## config.mk

```make
export PLATFORM = sky130hd
export DESIGN_NAME = infix_to_postfix_converter
export DESIGN_NICKNAME = d
export VERILOG_FILES = /design/src/hw/rtl/itp_pkg.sv /design/src/hw/rtl/infix_to_postfix_converter.sv /design/src/hw/rtl/itp_front.sv /design/src/hw/rtl/itp_back.sv
export SDC_FILE = /design/constraint.sdc
export NUM_CORES = 1
export LEC_CHECK = 0
export BUFFER_PORTS_ARGS = -buffer_cell sky130_fd_sc_hd__buf_2
export CAP_MARGIN = 20
export CORE_ASPECT_RATIO = 1.4
export CORE_MARGIN = 2
export CORE_UTILIZATION = 40
export CTS_BUF_LIST = sky130_fd_sc_hd__clkbuf_2
export DETAILED_ROUTE_END_ITERATION = 8
export HOLD_SLACK_MARGIN = 0.05
export PLACE_DENSITY_LB_ADDON = 0.1
export SETUP_SLACK_MARGIN = 0.02
export SYNTH_ARGS = -nofsm -noshare
export SYNTH_HDL_FRONTEND = slang
export SYNTH_SLANG_ARGS = --single-unit
```

## constraint.sdc

```tcl
create_clock -name aclk -period 4.3 [get_ports aclk]
set_clock_uncertainty 0.2 [all_clocks]
set_input_delay 0.43 -clock aclk [delete_from_list [all_inputs] [get_ports aclk]]
set_output_delay 0.43 -clock aclk [all_outputs]
set_load 0.005 [all_outputs]
```

## src/hw/rtl/itp_pkg.sv

```systemverilog
// Shared types, character codes and helper functions for the infix-to-postfix converter.
// No dependencies; imported by itp_front, itp_back and infix_to_postfix_converter.
package itp_pkg;

    // Operator stack sizing
    localparam int STACK_DEPTH = 16;
    localparam int STACK_AW    = $clog2(STACK_DEPTH);
    localparam int CNT_W       = STACK_AW + 1;

    // Queue between front and back
    localparam int QUEUE_DEPTH = 4;
    localparam int QUEUE_AW    = $clog2(QUEUE_DEPTH);
    localparam int QCNT_W      = QUEUE_AW + 1;

    // ASCII characters
    localparam logic [7:0] CH_PLUS  = 8'h2B;
    localparam logic [7:0] CH_MINUS = 8'h2D;
    localparam logic [7:0] CH_STAR  = 8'h2A;
    localparam logic [7:0] CH_SLASH = 8'h2F;
    localparam logic [7:0] CH_OPEN  = 8'h28;
    localparam logic [7:0] CH_CLOSE = 8'h29;
    localparam logic [7:0] CH_ZERO  = 8'h30;
    localparam logic [7:0] CH_NINE  = 8'h39;

    // Stack entry codes
    localparam logic [2:0] CODE_OPEN = 3'd0;
    localparam logic [2:0] CODE_ADD  = 3'd1;
    localparam logic [2:0] CODE_SUB  = 3'd2;
    localparam logic [2:0] CODE_MUL  = 3'd3;
    localparam logic [2:0] CODE_DIV  = 3'd4;

    // Item classes
    localparam logic [2:0] KIND_NONE  = 3'd0;
    localparam logic [2:0] KIND_DIGIT = 3'd1;
    localparam logic [2:0] KIND_LOW   = 3'd2;
    localparam logic [2:0] KIND_HIGH  = 3'd3;
    localparam logic [2:0] KIND_OPEN  = 3'd4;
    localparam logic [2:0] KIND_CLOSE = 3'd5;

    typedef struct packed {
        logic [2:0] kind;
        logic [2:0] code;
        logic [7:0] ch;
        logic       eoe;
    } itp_item_t;

    typedef struct packed {
        logic             busy;
        logic [CNT_W-1:0] stack_count;
    } itp_back_status_t;

    function automatic itp_item_t itp_classify(input logic [7:0] ch, input logic eoe);
        itp_item_t it;
        it.ch   = ch;
        it.eoe  = eoe;
        it.kind = KIND_NONE;
        it.code = CODE_OPEN;
        if (ch >= CH_ZERO && ch <= CH_NINE) begin
            it.kind = KIND_DIGIT;
        end else begin
            case (ch)
                CH_PLUS: begin
                    it.kind = KIND_LOW;
                    it.code = CODE_ADD;
                end
                CH_MINUS: begin
                    it.kind = KIND_LOW;
                    it.code = CODE_SUB;
                end
                CH_STAR: begin
                    it.kind = KIND_HIGH;
                    it.code = CODE_MUL;
                end
                CH_SLASH: begin
                    it.kind = KIND_HIGH;
                    it.code = CODE_DIV;
                end
                CH_OPEN:  it.kind = KIND_OPEN;
                CH_CLOSE: it.kind = KIND_CLOSE;
                default:  it.kind = KIND_NONE;
            endcase
        end
        return it;
    endfunction

    function automatic logic [7:0] itp_code_char(input logic [2:0] code);
        logic [7:0] c;
        case (code)
            CODE_ADD: c = CH_PLUS;
            CODE_SUB: c = CH_MINUS;
            CODE_MUL: c = CH_STAR;
            CODE_DIV: c = CH_SLASH;
            default:  c = CH_OPEN;
        endcase
        return c;
    endfunction

endpackage

```

## src/hw/rtl/infix_to_postfix_converter.sv

```systemverilog
// Top level of the shunting-yard infix-to-postfix converter.
// Depends on itp_pkg, itp_front and itp_back.
//
// Feed one ASCII character per input transaction (s_in_char), with
// s_end_of_expr high on the last character of an expression. The block
// returns the postfix form one character per output transaction: digits
// pass straight through, '+' '-' bind looser than '*' '/', all are
// left-associative, parentheses group, and anything else is ignored.
// m_last_of_run marks the final result caused by one input character,
// m_expr_done the final result of a whole expression; an input that
// causes no result (including an end character whose flush is empty)
// produces no output transaction at all. The operator stack holds 16
// entries; a push onto a full stack is dropped and m_overflow_seen goes
// high and stays high until reset. Unmatched '(' are discarded at the end
// of the expression; an unmatched ')' empties the stack.
// Timing: the front queues up to four classified characters while the
// back end works. The back end takes each character through a closing
// step (the digit, the push, or the removal of the matching '(') and a
// finishing step. Each popped operator adds a step before the closing
// one, and the end-of-expression flush removes the stacked entries one
// at a time and then sees the stack empty. A character picked up while
// the back end is idle first passes through the idle state; ignored
// characters that do not end an expression never reach the back end.
// The operator stack moves one entry per cycle unless a result stall
// holds it.
// Results leave through an output register, so a stalled m_ready holds
// the back end only once a second result is waiting.
module infix_to_postfix_converter (
    input  logic       aclk,
    input  logic       aresetn,
    input  logic       s_valid,
    output logic       s_ready,
    input  logic [7:0] s_in_char,
    input  logic       s_end_of_expr,
    output logic       m_valid,
    input  logic       m_ready,
    output logic [7:0] m_out_char,
    output logic       m_last_of_run,
    output logic       m_expr_done,
    output logic       m_overflow_seen
);
    import itp_pkg::*;

    logic             q_valid;
    itp_item_t        q_item;
    logic             q_pop;
    itp_back_status_t bk_status;

    // Classify and queue incoming transactions
    itp_front u_front (
        .aclk          (aclk),
        .aresetn       (aresetn),
        .s_valid       (s_valid),
        .s_ready       (s_ready),
        .s_in_char     (s_in_char),
        .s_end_of_expr (s_end_of_expr),
        .q_valid       (q_valid),
        .q_item        (q_item),
        .q_pop         (q_pop)
    );

    // Stack engine and result output
    itp_back u_back (
        .aclk            (aclk),
        .aresetn         (aresetn),
        .q_valid         (q_valid),
        .q_item          (q_item),
        .q_pop           (q_pop),
        .m_valid         (m_valid),
        .m_ready         (m_ready),
        .m_out_char      (m_out_char),
        .m_last_of_run   (m_last_of_run),
        .m_expr_done     (m_expr_done),
        .m_overflow_seen (m_overflow_seen),
        .status          (bk_status)
    );

    // Expression end is always the last result of its character
    a_done_is_last: assert property (@(posedge aclk) disable iff (!aresetn)
        m_valid && m_expr_done |-> m_last_of_run)
        else $error("expr_done without last_of_run");

    // Stack never goes beyond its depth
    a_stack_bound: assert property (@(posedge aclk) disable iff (!aresetn)
        bk_status.stack_count <= CNT_W'(STACK_DEPTH))
        else $error("operator stack count out of range");

    // An item taken from the queue puts the back end to work
    a_pop_busy: assert property (@(posedge aclk) disable iff (!aresetn)
        q_pop |=> bk_status.busy)
        else $error("queue popped but back end idle");

    // Overflow flag is sticky across results
    a_ovf_sticky: assert property (@(posedge aclk) disable iff (!aresetn)
        m_valid && m_ready && m_overflow_seen |=> !m_valid || m_overflow_seen)
        else $error("overflow flag cleared");

endmodule

```

## src/hw/rtl/itp_front.sv

```systemverilog
// Front end: accepts input transactions, classifies each character and queues it.
// Depends on itp_pkg.
module itp_front (
    input  logic                aclk,
    input  logic                aresetn,
    input  logic                s_valid,
    output logic                s_ready,
    input  logic [7:0]          s_in_char,
    input  logic                s_end_of_expr,
    output logic                q_valid,
    output itp_pkg::itp_item_t  q_item,
    input  logic                q_pop
);
    import itp_pkg::*;

    itp_item_t           q_mem [QUEUE_DEPTH];
    logic [QUEUE_AW-1:0] wptr_reg, wptr_next;
    logic [QUEUE_AW-1:0] rptr_reg, rptr_next;
    logic [QCNT_W-1:0]   qcnt_reg, qcnt_next;
    itp_item_t           cls;
    logic                push;

    assign cls     = itp_classify(s_in_char, s_end_of_expr);
    assign s_ready = (qcnt_reg != QCNT_W'(QUEUE_DEPTH));
    // Characters with no effect are dropped here unless they end an expression
    assign push    = s_valid && s_ready && ((cls.kind != KIND_NONE) || cls.eoe);
    assign q_valid = (qcnt_reg != '0);
    assign q_item  = q_mem[rptr_reg];

    always_comb begin
        wptr_next = wptr_reg;
        rptr_next = rptr_reg;
        qcnt_next = qcnt_reg;
        if (push) begin
            wptr_next = (wptr_reg == QUEUE_AW'(QUEUE_DEPTH - 1)) ? '0 : wptr_reg + 1'b1;
        end
        if (q_pop) begin
            rptr_next = (rptr_reg == QUEUE_AW'(QUEUE_DEPTH - 1)) ? '0 : rptr_reg + 1'b1;
        end
        if (push && !q_pop) begin
            qcnt_next = qcnt_reg + 1'b1;
        end else if (!push && q_pop) begin
            qcnt_next = qcnt_reg - 1'b1;
        end
    end

    always_ff @(posedge aclk) begin
        if (!aresetn) begin
            wptr_reg <= '0;
            rptr_reg <= '0;
            qcnt_reg <= '0;
        end else begin
            wptr_reg <= wptr_next;
            rptr_reg <= rptr_next;
            qcnt_reg <= qcnt_next;
        end
    end

    always_ff @(posedge aclk) begin
        if (push) begin
            q_mem[wptr_reg] <= cls;
        end
    end

endmodule

```

## src/hw/rtl/itp_back.sv

```systemverilog
// Back end: operator stack engine, one-result hold stage and output register.
// Depends on itp_pkg.
module itp_back (
    input  logic                       aclk,
    input  logic                       aresetn,
    input  logic                       q_valid,
    input  itp_pkg::itp_item_t         q_item,
    output logic                       q_pop,
    output logic                       m_valid,
    input  logic                       m_ready,
    output logic [7:0]                 m_out_char,
    output logic                       m_last_of_run,
    output logic                       m_expr_done,
    output logic                       m_overflow_seen,
    output itp_pkg::itp_back_status_t  status
);
    import itp_pkg::*;

    localparam logic [1:0] ST_IDLE  = 2'd0;
    localparam logic [1:0] ST_PROC  = 2'd1;
    localparam logic [1:0] ST_FLUSH = 2'd2;
    localparam logic [1:0] ST_FIN   = 2'd3;

    logic [1:0]       state_reg, state_next;
    itp_item_t        cur_reg, cur_next;
    logic [CNT_W-1:0] cnt_reg, cnt_next;
    logic             ovf_reg, ovf_next;
    logic             pend_valid_reg, pend_valid_next;
    logic [7:0]       pend_char_reg, pend_char_next;
    logic             m_valid_reg, m_valid_next;
    logic [7:0]       m_char_reg, m_char_next;
    logic             m_last_reg, m_last_next;
    logic             m_done_reg, m_done_next;
    logic             m_ovf_reg, m_ovf_next;

    logic [2:0]          stack_mem [STACK_DEPTH];
    logic [STACK_AW-1:0] top_idx;
    logic [2:0]          top_code;
    logic                empty, full;
    logic                do_pop, do_drop, do_push, emit_dig, step_done;
    logic                emit, stall, out_free, fin_go, xfer_mid, xfer_fin;
    logic [7:0]          emit_char;

    assign top_idx  = STACK_AW'(cnt_reg - 1'b1);
    assign top_code = stack_mem[top_idx];
    assign empty    = (cnt_reg == '0);
    assign full     = (cnt_reg == CNT_W'(STACK_DEPTH));
    assign out_free = !m_valid_reg || m_ready;

    // One stack action per cycle, unless a result stall holds it
    always_comb begin
        do_pop    = 1'b0;
        do_drop   = 1'b0;
        do_push   = 1'b0;
        emit_dig  = 1'b0;
        step_done = 1'b0;
        case (state_reg)
            ST_PROC: begin
                case (cur_reg.kind)
                    KIND_DIGIT: begin
                        emit_dig  = 1'b1;
                        step_done = 1'b1;
                    end
                    KIND_LOW: begin
                        if (!empty && top_code != CODE_OPEN) begin
                            do_pop = 1'b1;
                        end else begin
                            do_push   = 1'b1;
                            step_done = 1'b1;
                        end
                    end
                    KIND_HIGH: begin
                        if (!empty && (top_code == CODE_MUL || top_code == CODE_DIV)) begin
                            do_pop = 1'b1;
                        end else begin
                            do_push   = 1'b1;
                            step_done = 1'b1;
                        end
                    end
                    KIND_OPEN: begin
                        do_push   = 1'b1;
                        step_done = 1'b1;
                    end
                    KIND_CLOSE: begin
                        if (empty) begin
                            step_done = 1'b1;
                        end else if (top_code == CODE_OPEN) begin
                            do_drop   = 1'b1;
                            step_done = 1'b1;
                        end else begin
                            do_pop = 1'b1;
                        end
                    end
                    default: step_done = 1'b1;
                endcase
            end
            ST_FLUSH: begin
                if (empty) begin
                    step_done = 1'b1;
                end else if (top_code == CODE_OPEN) begin
                    do_drop = 1'b1;
                end else begin
                    do_pop = 1'b1;
                end
            end
            default: ;
        endcase
    end

    assign emit      = do_pop || emit_dig;
    assign emit_char = emit_dig ? cur_reg.ch : itp_code_char(top_code);
    // A new result pushes the held one out; wait if the output is busy
    assign stall     = emit && pend_valid_reg && !out_free;
    assign fin_go    = (state_reg == ST_FIN) && !(pend_valid_reg && !out_free);
    assign xfer_mid  = emit && !stall && pend_valid_reg;
    assign xfer_fin  = fin_go && pend_valid_reg;
    assign q_pop     = q_valid && ((state_reg == ST_IDLE) || fin_go);

    always_comb begin
        state_next      = state_reg;
        cur_next        = cur_reg;
        cnt_next        = cnt_reg;
        ovf_next        = ovf_reg;
        pend_valid_next = pend_valid_reg;
        pend_char_next  = pend_char_reg;
        m_valid_next    = m_valid_reg && !m_ready;
        m_char_next     = m_char_reg;
        m_last_next     = m_last_reg;
        m_done_next     = m_done_reg;
        m_ovf_next      = m_ovf_reg;

        if (!stall) begin
            if (do_pop || do_drop) begin
                cnt_next = cnt_reg - 1'b1;
            end
            if (do_push) begin
                if (full) begin
                    ovf_next = 1'b1;
                end else begin
                    cnt_next = cnt_reg + 1'b1;
                end
            end
            if (emit) begin
                pend_valid_next = 1'b1;
                pend_char_next  = emit_char;
            end
        end

        case (state_reg)
            ST_IDLE: begin
                if (q_valid) begin
                    cur_next   = q_item;
                    state_next = ST_PROC;
                end
            end
            ST_PROC: begin
                if (!stall && step_done) begin
                    state_next = cur_reg.eoe ? ST_FLUSH : ST_FIN;
                end
            end
            ST_FLUSH: begin
                if (step_done) begin
                    state_next = ST_FIN;
                end
            end
            ST_FIN: begin
                if (fin_go) begin
                    if (q_valid) begin
                        cur_next   = q_item;
                        state_next = ST_PROC;
                    end else begin
                        state_next = ST_IDLE;
                    end
                end
            end
            default: state_next = ST_IDLE;
        endcase

        if (xfer_mid) begin
            m_valid_next = 1'b1;
            m_char_next  = pend_char_reg;
            m_last_next  = 1'b0;
            m_done_next  = 1'b0;
            m_ovf_next   = ovf_reg;
        end else if (xfer_fin) begin
            pend_valid_next = 1'b0;
            m_valid_next    = 1'b1;
            m_char_next     = pend_char_reg;
            m_last_next     = 1'b1;
            m_done_next     = cur_reg.eoe;
            m_ovf_next      = ovf_reg;
        end
    end

    always_ff @(posedge aclk) begin
        if (!aresetn) begin
            state_reg      <= ST_IDLE;
            cnt_reg        <= '0;
            ovf_reg        <= 1'b0;
            pend_valid_reg <= 1'b0;
            m_valid_reg    <= 1'b0;
        end else begin
            state_reg      <= state_next;
            cnt_reg        <= cnt_next;
            ovf_reg        <= ovf_next;
            pend_valid_reg <= pend_valid_next;
            m_valid_reg    <= m_valid_next;
        end
    end

    always_ff @(posedge aclk) begin
        cur_reg       <= cur_next;
        pend_char_reg <= pend_char_next;
        m_char_reg    <= m_char_next;
        m_last_reg    <= m_last_next;
        m_done_reg    <= m_done_next;
        m_ovf_reg     <= m_ovf_next;
    end

    always_ff @(posedge aclk) begin
        if (do_push && !stall && !full) begin
            stack_mem[cnt_reg[STACK_AW-1:0]] <= cur_reg.code;
        end
    end

    assign m_valid            = m_valid_reg;
    assign m_out_char         = m_char_reg;
    assign m_last_of_run      = m_last_reg;
    assign m_expr_done        = m_done_reg;
    assign m_overflow_seen    = m_ovf_reg;
    assign status.busy        = (state_reg != ST_IDLE);
    assign status.stack_count = cnt_reg;

endmodule

```

==> results.ini <==
[floorplan]
die_x_um = 116.1
core_um2 = 17330
start_util_pct = 40.60
num_rows = 57
io_pins = 26
fp.dieArea_um2 = 18680
die_y_um = 160.9

[timing]
finalCriticalPeriod_ns = 3.888
drv_slew = 0
tightest_slew_ns = 0.8493
setup_violations = 0
finalCritPeriodShare_pct = 90.43
fmax_ghz = 0.2572
maxSlewHeadroom_pct = 43.38
rsz0062_at_grt = no
fin_hold_ws_ns = 0.2403
hold_violations = 0
tns_ns = 0

[status]
outcome = finished, final reports clean

[synthesis]
synth_flop_cell = edfxtp_1
syn_nets = 492
synth-edff-count = 140
synth_area_um2 = 7037
ys_seq_area_share_pct = 65.72
yosys_warnings = 0
ys_seq_elements = 161
avgSynthCellArea_um2 = 15.23
synth_cells = 462
synthArstFlopShare_pct = 0
synth.distinct_cells = 65

[worst_setup_path]
r2r_start = u_back.cnt_reg[1]
cp_slowest_cell = mux4_2
reg2reg_depth = 11
timing.rr.end = u_back.cnt_reg[1]
reg2reg_slack_ns = 0.41
worstSetupEndpointType = flop
cp-endpoint = u_back.cnt_reg[1]
path_cells = inv_1, ha_1, buf_12, mux4_2, mux4_2, or4_4, a32oi_4, nor4_2, buf_4, o211a_1, a311o_1
worst_setup_path_start_kind = flop
crit_path_frequent_cell = mux4_2
critPathKind = flop to flop
cp.arrival_ns = 4.34
worstPathRequired_ns = 4.75
startpoint = u_back.cnt_reg[1]
cpPeakStageDelay_ns = 0.58
path_max_fanout = 11

[worst_hold_path]
hold_class = primary input to flop
worstHoldStart = s_in_char[4]

[clock_tree]
cts_root_buf = clkbuf_2
clkLatencyLatePin_ns = 0.73
htreeDepth = 4
cts_buffers = 17
path_clk_slew_ns = 0.27
post_cts_buffers = 0
hold_buffers = 12
cts_resized = 0
clock-sinks = 161
clock_path_buffers = 2
cts_tree = built

[routing]
vias = 4008
drc = 0
drt_first_pass_iters = 4
avgRoutedWirePerCell_um = 17.99
wl_um = 13920
routed_via_density = 5.178
drtIter0Drc = 204
final_antenna_net_count = 0

[global_route]
grt_pass1_vias = 4202
grt-ovfl-total = 0
grt_max_degree = 22
grt_first_pass_wirelength_um = 22320
track_usage_pct = 16.12
antenna_found_initial = 1

[power_and_ir_drop]
powerDensity_nw_per_um2 = 667.8
p_leak_nw = 2.780
vdd_ir_drop_max_mv = 0.2877

[layout]
drive_above_1_share_pct = 23.46
largest_reg_flops = 60
nets = 554
areaGrowthSynthToFinish_pct = 13.60

[placed_design]
hpwl_um = 9904
io_buffers = 25
gp_congestion = 0.8262

[job]
drv_cap = 0

==> Yosys cell counts, types with 2 or more instances <==
master | n | area [um2]
o31ai_1 | 3 | 22.52
buf_6 | 2 | 22.52
a21o_1 | 2 | 15.01
o21ai_0 | 10 | 50.05
and3_1 | 14 | 87.58
dfxtp_1 | 21 | 420.4
inv_1 | 16 | 60.06
buf_2 | 2 | 10.01
nand4_1 | 4 | 25.02
nor2_1 | 32 | 120.1
nand2b_1 | 8 | 50.05
nor4_1 | 2 | 12.51
and2_1 | 10 | 62.56
mux4_2 | 28 | 630.6
ha_1 | 16 | 200.2
a31oi_1 | 5 | 31.28
nor3_1 | 12 | 60.06
or2_2 | 4 | 25.02
nand2_1 | 19 | 71.32
buf_1 | 2 | 7.510
o211ai_1 | 2 | 15.01
xnor2_1 | 5 | 43.79
nand3_1 | 3 | 15.01
o22ai_1 | 2 | 12.51
mux2i_1 | 9 | 90.09
a211oi_1 | 2 | 15.01
o211a_1 | 2 | 20.02
clkbuf_1 | 13 | 48.80
nor2b_1 | 7 | 43.79
xor2_1 | 3 | 26.28
edfxtp_1 | 140 | 4204
a22oi_1 | 2 | 15.01
o31a_1 | 2 | 17.52
a21oi_1 | 22 | 110.1
or3_1 | 3 | 18.77
mux2_2 | 4 | 45.04
==> worst max-delay path, delay by kind of cell (launching register included) <==
kind	cells	cell delay [ns]
muxes	2	0.91
AOI/OAI and AO/OA	3	0.85
DFF	1	0.38
buffers and inverters	3	0.42
adders and majority gates	1	0.38
and+or+nand+nor	2	0.67
==> worst min-delay path by stage <==
| stage | endpoint | slack (ns) | depth (start not counted) |
|---|---|---|---|
| finish | u_front.q_mem[0][5] | 0.24 | 2 |
| global route | u_front.q_mem[3][7] | 0.13 | 2 |
| CTS | u_front.q_mem[3][7] | 0.12 | 2 |
| detailed placement | u_back.m_out_char[7] | 0.21 | 0 |
| global placement | u_back.m_out_char[5] | 0.20 | 0 |
| floorplan | u_back.m_out_char[0] | 0.20 | 0 |
==> logic make-up after synthesis <==
logic type / synth area share (%)
XOR/XNOR: 0.9958
AND/OR/NAND/NOR: 9.708
buffers and inverters: 2.116
AO/OA/AOI/OAI: 7.255
flip-flops: 65.72
adder cells (fa/ha/maj): 3.129
multiplexers: 11.08
==> placed cells by master (no fill, tap or decap), types with 3 or more instances in the layout <==
master         instances
xnor2_1                5
and3_1                14
xor2_1                 3
a21oi_1               22
nor2_1                32
ha_1                  16
nor2b_1                7
nor3_1                12
dlygate4sd3_1         12
dfxtp_1               21
o31ai_1                3
nand4_1                4
a31oi_1                5
or2_2                  4
and2_1                10
clkinv_4               4
o21ai_0               10
mux2i_1                9
buf_2                 25
nand3_1                3
edfxtp_1             140
buf_4                 23
clkbuf_2              17
mux4_2                28
nand2_1               19
nand2b_1               8
inv_1                 16
or3_1                  3
inv_6                  4
mux2_2                 4
==> report_power, final <==
group	total, mW	switching [mW]	internal [mW]
Clock	0.880	0.584	0.296
Combinational	2.21	1.21	1.01
Sequential	2.24	0.216	2.03
==> per-layer routing <==
metal  wire (um)  track usage [%]  vias to the layer above
li1            -                -                     1926
met1        5416            17.51                     2005
met2        7926            30.04                       62
met3         346            3.925                       15
met4         233            5.465                        0
met5           0                0                        -
==> area by class of cell <==
type,count,area (um2)
clock buffer,17,85.08
timing repair buffer,62,465.4
tap,236,295.3
clock inverter,15,192.7
sequential,161,4624
multi-input combinational,266,2268
inverter,16,60.06
fill,1561,9336
antenna,1,2.502
==> stage by stage <==
step / utilization, % / power, mW / setup slack [ns] / std cells / cell area (um2)
6_report: 46.13 / 5.338 / 0.4117 / 774 / 7994
3_3_place_gp: 43.66 / 4.462 / 0.4727 / 728 / 7566
4_1_cts: 45.95 / 5.396 / 0.4065 / 772 / 7964
3_5_place_dp: 43.66 / 4.494 / 0.4356 / 728 / 7566
5_1_grt: 46.13 / 5.702 / 0.1792 / 774 / 7994
2_1_floorplan: - / 3.745 / 0.2955 / 462 / 7037
Power figures use the tool's default switching activity.
